File: config.mk
export PLATFORM = sky130hd
export DESIGN_NAME = datetime_difference_seconds
export DESIGN_NICKNAME = d
export VERILOG_FILES = /design/src/hw/rtl/dtds_pkg.sv /design/src/hw/rtl/datetime_difference_seconds.sv
export SDC_FILE = /design/constraint.sdc
export NUM_CORES = 2
export LEC_CHECK = 0
export BUFFER_PORTS_ARGS = -buffer_cell sky130_fd_sc_hd__buf_2
export CORE_UTILIZATION = 25
export CTS_CLUSTER_DIAMETER = 200
export DETAILED_ROUTE_END_ITERATION = 6
export PLACE_DENSITY = 0.49
export SLEW_MARGIN = 20
export SYNTH_ARGS = -nofsm -noshare
export SYNTH_HDL_FRONTEND = slang
export SYNTH_SLANG_ARGS = --single-unit
File: constraint.sdc
create_clock -name clk -period 11.72 [get_ports clk]
set_input_delay 1.758 -clock clk [delete_from_list [all_inputs] [get_ports clk]]
set_output_delay 1.758 -clock clk [all_outputs]
set_load 0.01 [all_outputs]
File: src/hw/rtl/dtds_pkg.sv
// Package for datetime_difference_seconds: beat types, calendar constants
// and the per-stamp day-count functions.
// Depends on nothing.
package dtds_pkg;

    localparam int unsigned DAYS_W  = 23;
    localparam int unsigned TOTAL_W = 39;

    localparam logic [39:0] SECONDS_PER_DAY  = 40'd86400;
    localparam logic [16:0] SECONDS_PER_HOUR = 17'd3600;
    localparam logic [16:0] SECONDS_PER_MIN  = 17'd60;
    localparam logic [22:0] DAYS_PER_YEAR    = 23'd365;

    // floor(x / 100) = (x * RECIP_MUL) >> 22 and floor(x / 400) = (x * RECIP_MUL) >> 24,
    // exact for any 15-bit x
    localparam logic [30:0] RECIP_MUL = 31'd41944;
    // multiplicative inverse of 25 modulo 2^14; y is a multiple of 25 when
    // y * INV25 (mod 2^14) is at most floor((2^14 - 1) / 25)
    localparam logic [13:0] INV25     = 14'd7209;
    localparam logic [13:0] DIV25_MAX = 14'd655;

    typedef struct packed {
        logic [13:0] first_year;
        logic [3:0]  first_month;
        logic [4:0]  first_day;
        logic [4:0]  first_hour;
        logic [5:0]  first_minute;
        logic [5:0]  first_second;
        logic [13:0] second_year;
        logic [3:0]  second_month;
        logic [4:0]  second_day;
        logic [4:0]  second_hour;
        logic [5:0]  second_minute;
        logic [5:0]  second_sec;
    } stamps_t;

    typedef struct packed {
        logic [21:0] span_days;
        logic [4:0]  span_hours;
        logic [5:0]  span_minutes;
        logic [5:0]  span_seconds;
        logic [38:0] total_seconds;
    } result_t;

    typedef struct packed {
        logic [22:0] y365;
        logic [12:0] t4;
        logic [8:0]  q100;
        logic [8:0]  q400;
        logic [8:0]  mon;
        logic        leap_add;
        logic [4:0]  day;
        logic        day_carry;
        logic [4:0]  hour;
        logic [5:0]  minute;
        logic [5:0]  sec;
    } terms_t;

    // days first so that packed comparison orders stamps in time
    typedef struct packed {
        logic [DAYS_W-1:0] days;
        logic [4:0]        hour;
        logic [5:0]        minute;
        logic [5:0]        sec;
    } stamp_t;

    function automatic logic [8:0] month_days(input logic [3:0] mo);
        logic [8:0] d;
        unique case (mo)
            4'd0, 4'd1: d = 9'd0;
            4'd2:       d = 9'd31;
            4'd3:       d = 9'd59;
            4'd4:       d = 9'd90;
            4'd5:       d = 9'd120;
            4'd6:       d = 9'd151;
            4'd7:       d = 9'd181;
            4'd8:       d = 9'd212;
            4'd9:       d = 9'd243;
            4'd10:      d = 9'd273;
            4'd11:      d = 9'd304;
            4'd12:      d = 9'd334;
            default:    d = 9'd365;
        endcase
        return d;
    endfunction

    function automatic terms_t split_stamp(
        input logic [13:0] y,
        input logic [3:0]  mo,
        input logic [4:0]  d,
        input logic [4:0]  h,
        input logic [5:0]  mi,
        input logic [5:0]  s
    );
        logic [14:0] y99;
        logic [14:0] y399;
        logic [30:0] p100;
        logic [30:0] p400;
        logic [13:0] r25;
        logic        is4;
        logic        is25;
        logic        leap;
        logic        c1;
        logic        c2;
        logic [6:0]  m_sum;
        logic [5:0]  h_sum;
        logic [6:0]  m_adj;
        logic [5:0]  h_adj;
        terms_t      t;
        y99   = 15'(y) + 15'd99;
        y399  = 15'(y) + 15'd399;
        p100  = 31'(y99) * RECIP_MUL;
        p400  = 31'(y399) * RECIP_MUL;
        r25   = y * INV25;
        is25  = (r25 <= DIV25_MAX);
        is4   = (y[1:0] == 2'd0);
        leap  = (is4 && !is25) || ((y[3:0] == 4'd0) && is25);

        c1     = (s >= 6'd60);
        t.sec  = c1 ? (s - 6'd60) : s;
        m_sum  = 7'(mi) + 7'(c1);
        c2     = (m_sum >= 7'd60);
        m_adj  = c2 ? (m_sum - 7'd60) : m_sum;
        h_sum  = 6'(h) + 6'(c2);
        t.day_carry = (h_sum >= 6'd24);
        h_adj  = t.day_carry ? (h_sum - 6'd24) : h_sum;

        t.minute   = m_adj[5:0];
        t.hour     = h_adj[4:0];
        t.y365     = 23'(y) * DAYS_PER_YEAR;
        t.t4       = 13'((15'(y) + 15'd3) >> 2);
        t.q100     = p100[30:22];
        t.q400     = 9'(p400[30:24]);
        t.mon      = month_days(mo);
        t.leap_add = leap && (mo >= 4'd3);
        t.day      = d;
        return t;
    endfunction

    function automatic stamp_t stamp_days(input terms_t t);
        stamp_t st;
        st.days = t.y365 + 23'(t.t4) - 23'(t.q100) + 23'(t.q400) + 23'(t.mon)
                + 23'(t.leap_add) + 23'(t.day) + 23'(t.day_carry);
        st.hour   = t.hour;
        st.minute = t.minute;
        st.sec    = t.sec;
        return st;
    endfunction

endpackage

File: src/hw/rtl/datetime_difference_seconds.sv
// Top level of datetime_difference_seconds: absolute interval between two
// Gregorian date-times as days/hours/minutes/seconds and total seconds.
// Depends on dtds_pkg.
//
//  channel  | handshake      | payload
//  ---------+----------------+-----------------------------
//  command  | start / busy   | stamps  (dtds_pkg::stamps_t)
//  result   | done           | result  (dtds_pkg::result_t)
//
// One beat is taken every cycle; busy is always low.
// Each result appears in order, after its command beat has passed the input
// register and the five-stage pipeline behind it (split, day count, subtract,
// scale by a day, final add). The receiver cannot stall; done and result
// last one cycle. Reset clears only the beat valid flags.
module datetime_difference_seconds (
    input  logic              clk,
    input  logic              rst_n,
    input  logic              start,
    output logic              busy,
    input  dtds_pkg::stamps_t stamps,
    output logic              done,
    output dtds_pkg::result_t result
);
    import dtds_pkg::*;

    logic [5:0]  valid_reg;
    logic [5:0]  valid_next;

    stamps_t     in_reg;
    terms_t      ta_reg;
    terms_t      tb_reg;
    stamp_t      sa_reg;
    stamp_t      sb_reg;
    stamp_t      diff_reg;
    stamp_t      span_reg;
    logic [39:0] prod_reg;
    logic [16:0] sod_reg;
    result_t     result_reg;

    terms_t      ta_next;
    terms_t      tb_next;
    stamp_t      big;
    stamp_t      small_st;
    stamp_t      diff_next;
    logic [6:0]  s_d;
    logic [6:0]  m_d;
    logic [5:0]  h_d;
    logic        b1;
    logic        b2;
    logic        b3;
    logic [39:0] prod_next;
    logic [16:0] sod_next;
    logic [39:0] total_sum;
    result_t     result_next;

    assign busy   = 1'b0;
    assign done   = valid_reg[5];
    assign result = result_reg;

    assign valid_next = {valid_reg[4:0], start};

    always_comb
    begin
        ta_next = split_stamp(in_reg.first_year, in_reg.first_month, in_reg.first_day,
                              in_reg.first_hour, in_reg.first_minute,
                              in_reg.first_second);
        tb_next = split_stamp(in_reg.second_year, in_reg.second_month,
                              in_reg.second_day, in_reg.second_hour,
                              in_reg.second_minute, in_reg.second_sec);
    end

    always_comb
    begin
        if (sa_reg >= sb_reg)
        begin
            big      = sa_reg;
            small_st = sb_reg;
        end
        else
        begin
            big      = sb_reg;
            small_st = sa_reg;
        end
        s_d = 7'(big.sec) - 7'(small_st.sec);
        b1  = s_d[6];
        diff_next.sec = b1 ? 6'(s_d + 7'd60) : s_d[5:0];
        m_d = 7'(big.minute) - 7'(small_st.minute) - 7'(b1);
        b2  = m_d[6];
        diff_next.minute = b2 ? 6'(m_d + 7'd60) : m_d[5:0];
        h_d = 6'(big.hour) - 6'(small_st.hour) - 6'(b2);
        b3  = h_d[5];
        diff_next.hour = b3 ? 5'(h_d + 6'd24) : h_d[4:0];
        diff_next.days = big.days - small_st.days - DAYS_W'(b3);
    end

    always_comb
    begin
        prod_next = 40'(diff_reg.days) * SECONDS_PER_DAY;
        sod_next  = 17'(diff_reg.hour) * SECONDS_PER_HOUR
                  + 17'(diff_reg.minute) * SECONDS_PER_MIN
                  + 17'(diff_reg.sec);
    end

    always_comb
    begin
        total_sum                 = prod_reg + 40'(sod_reg);
        result_next.span_days     = span_reg.days[21:0];
        result_next.span_hours    = span_reg.hour;
        result_next.span_minutes  = span_reg.minute;
        result_next.span_seconds  = span_reg.sec;
        result_next.total_seconds = total_sum[TOTAL_W-1:0];
    end

    always_ff @(posedge clk or negedge rst_n)
    begin
        if (!rst_n)
        begin
            valid_reg <= '0;
        end
        else
        begin
            valid_reg <= valid_next;
        end
    end

    // payload advances every cycle; valid_reg tags the live beats
    always_ff @(posedge clk)
    begin
        in_reg     <= stamps;
        ta_reg     <= ta_next;
        tb_reg     <= tb_next;
        sa_reg     <= stamp_days(ta_reg);
        sb_reg     <= stamp_days(tb_reg);
        diff_reg   <= diff_next;
        prod_reg   <= prod_next;
        sod_reg    <= sod_next;
        span_reg   <= diff_reg;
        result_reg <= result_next;
    end

endmodule

==> insert_results.sql <==
INSERT INTO impl_metrics (metric_group, metric, value, unit) VALUES
('synthesis', 'yosys.area_share.xor_xnor', '6.003', '%'),
('routing', 'drc', '32', ''),
('synthesis', 'yosys.area_share.adder', '47.04', '%'),
('synthesis', 'synth-edff-count', '0', ''),
('place', 'numPortBuffers', '161', ''),
('synthesis', 'synth_area_leader_cell', 'sky130_fd_sc_hd__ha_1', ''),
('cts', 'cts_inserted_buffers', '61', ''),
('place', 'dp_cells', '7409', ''),
('floorplanning', 'num_io_pins', '163', ''),
('synthesis', 'netlist_instances', '4767', ''),
('cts', 'cts_htree_levels', '2', ''),
('critical_path', 'path_buf_inv', '1', ''),
('job', 'cap_viol_max_count', '0', ''),
('sta', 'skew', '43.07', 'ps'),
('sta', 'setup-violations-final', '0', ''),
('routing', 'avgRoutedWirePerCell', '13.78', 'um'),
('routing', 'post_drt_via_cell_ratio', '4.044', ''),
('sta', 'hold-worst-slack', '324.2', 'ps'),
('sta', 'min_period_over_period', '87.26', '%'),
('finish', 'post_route_cells_drive_above_1_share', '6.724', '%'),
('cts', 'tritoncts_num_sinks', '537', ''),
('synthesis', 'synth_top_cell_area_share', '25.15', '%'),
('cts', 'post_cts_setup_buffers', '0', ''),
('outcome', 'status', 'finished with violations', ''),
('synthesis', 'yosys_register_bits', '537', ''),
('cts', 'worstSkewPairLatency', '700', 'ps'),
('synthesis', 'synth.yosys.seq_area_share', '22.71', '%'),
('outcome', 'violations', 'DRC', ''),
('sta', 'grt_setup_unrepaired', 'no', ''),
('finish', 'stdcell_count', '7524', ''),
('critical_path', 'worst_setup_path_startpoint', 'sb_reg[5]', ''),
('sta', 'tightest_slew', '996.6', 'ps'),
('critical_path', 'path_depth', '42', ''),
('cts', 'clock_tree.root_cell', 'sky130_fd_sc_hd__clkbuf_16', ''),
('routing', 'total_iterations_of_the_first_detailed_routing_run', '7', ''),
('critical_path', 'arrival', '10820', 'ps'),
('critical_path', 'r2r_end', 'diff_reg[39]', ''),
('sta', 'final-hold-violation-count', '0', ''),
('critical_path', 'startpoint_of_the_lowest_slack_register_to_register_path', 'sb_reg[5]', ''),
('global_route', 'grt.total_usage', '11.01', '%'),
('critical_path', 'slowest_stage', 'sky130_fd_sc_hd__or2_1', ''),
('critical_path', 'timing.critical_path.mode_cell', 'sky130_fd_sc_hd__a21oi_1', ''),
('floorplanning', 'floorplan.initialDensity', '25.22', '%'),
('synthesis', 'most_instantiated_flip_flop_cell_in_the_synthesis_netlist', 'sky130_fd_sc_hd__dfxtp_1', ''),
('cts', 'clock_tree_from_tritoncts', 'built', ''),
('global_route', 'grt_remaining_overflow', '0', ''),
('sta', 'timing.fmax', '97.79', 'MHz'),
('synthesis', 'combinational_family_with_the_most_area_after_synthesis', 'adder cells', ''),
('synthesis', 'yosysMostFrequentCell', 'sky130_fd_sc_hd__inv_1', ''),
('finish', 'layout-area-overhead-vs-synth', '12.92', '%'),
('sta', 'relSlewSlack', '33.08', '%'),
('floorplanning', 'fp.dieArea', '191600', 'um2'),
('critical_path', 'timing.critical_path.max_delay_family', 'compound AO/OA/AOI/OAI gates', ''),
('synthesis', 'post_synth.cell_area_avg', '9.956', 'um2'),
('critical_path', 'reg2reg_slack', '1490', 'ps'),
('synthesis', 'syn-cell-area', '47460', 'um2'),
('cts', 'clockBufferDepth', '3', ''),
('global_route', 'grt_start_max_net_pins', '49', ''),
('place', 'gp_congestion', '0.8383', ''),
('global_route', 'antenna_found_initial', '7', ''),
('synthesis', 'yosys-top-cells-count', '1181 x sky130_fd_sc_hd__inv_1, 954 x sky130_fd_sc_hd__ha_1, 531 x sky130_fd_sc_hd__dfxtp_1', ''),
('cts', 'clkSlewWorstSetupHoldPaths', '70', 'ps'),
('cts', 'cts_hold_repair.buffers', '0', ''),
('global_route', 'grt_first_pass_wirelength', '168.7', 'mm'),
('synthesis', 'mappedNetlistNets', '6323', ''),
('synthesis', 'synthMuxAreaShare', '0.6855', '%'),
('synthesis', 'synth_compound_area_share', '7.461', '%'),
('min_path', 'hp-class', 'flop to flop', ''),
('global_route', 'first_global_vias', '31700', ''),
('critical_path', 'worst-r2r-cell-count', '42', ''),
('synthesis', 'asyncSetResetFlopFracSynth', '1.117', '%');
[logic make-up (layout without fill, tap and decap cells)]
family | Yosys count | in the layout
xor gates and xnor gates | 321 | 321
AOI/OAI and AO/OA | 552 | 552
muxes | 29 | 29
DFF | 537 | 537
other | 1 | 3
adders and majority gates | 1473 | 1473
and+or+nand+nor | 635 | 635
buffers and inverters | 1219 | 1479
[final cells by class]
| type | instances | area, um2 |
|---|---|---|
| multi-input combinational | 3011 | 32080 |
| clock buffer | 83 | 1770 |
| antenna | 2 | 5.005 |
| clock inverter | 30 | 412.9 |
| inverter | 1181 | 4433 |
| fill | 19960 | 134600 |
| timing repair buffer | 185 | 985.9 |
| tap | 2495 | 3122 |
| sequential | 537 | 10780 |
[per-layer routing]
layer	vias to the layer above	global-route usage (%)	part of all wire, %
li1	15570	-	-
met1	14420	14.44	47
met2	310	18.96	48
met3	118	1.334	2.7
met4	4	2.938	2.6
met5	-	0	0.026
[worst min-delay path by stage]
stage	from	to	slack (ps)	cells after the start
2_1_floorplan	sod_reg[0]	result[0]	310	0
4_1_cts	ta_reg[12]	sa_reg[12]	310	0
3_5_place_dp	sod_reg[4]	result[4]	310	0
6_report	result_next[60]	result[60]	320	0
3_3_place_gp	in_reg[61]	ta_reg[22]	310	0
5_1_grt	ta_reg[12]	sa_reg[12]	310	0
[cell usage in the layout, fill, tap and decap left out, drive strengths merged, types with 17 or more instances in the layout]
cell type / count
nand4: 19
xnor2: 238
buf: 185
or3: 17
a21oi: 189
nor2: 202
a21o: 54
nand3: 54
o21a: 19
nand2b: 17
and3: 45
o21bai: 28
nand2: 136
a21boi: 23
fa: 519
dfxtp: 531
mux2i: 19
clkbuf: 83
xor2: 83
o21ai: 121
nor3: 68
nor2b: 32
inv: 1185
ha: 954
[metrics by stage]
step                      worst slack (ps)  area, um2
after floorplan                       2955      47460
after global placement                1632      51400
after detailed placement              1375      51400
after CTS                             1358      53580
after global routing                 469.3      53580
final                                 1494      53590
Power is left out: the tool's default activity adds up to more than one toggle a clock period on the data nets, which glitch-free logic cannot reach.
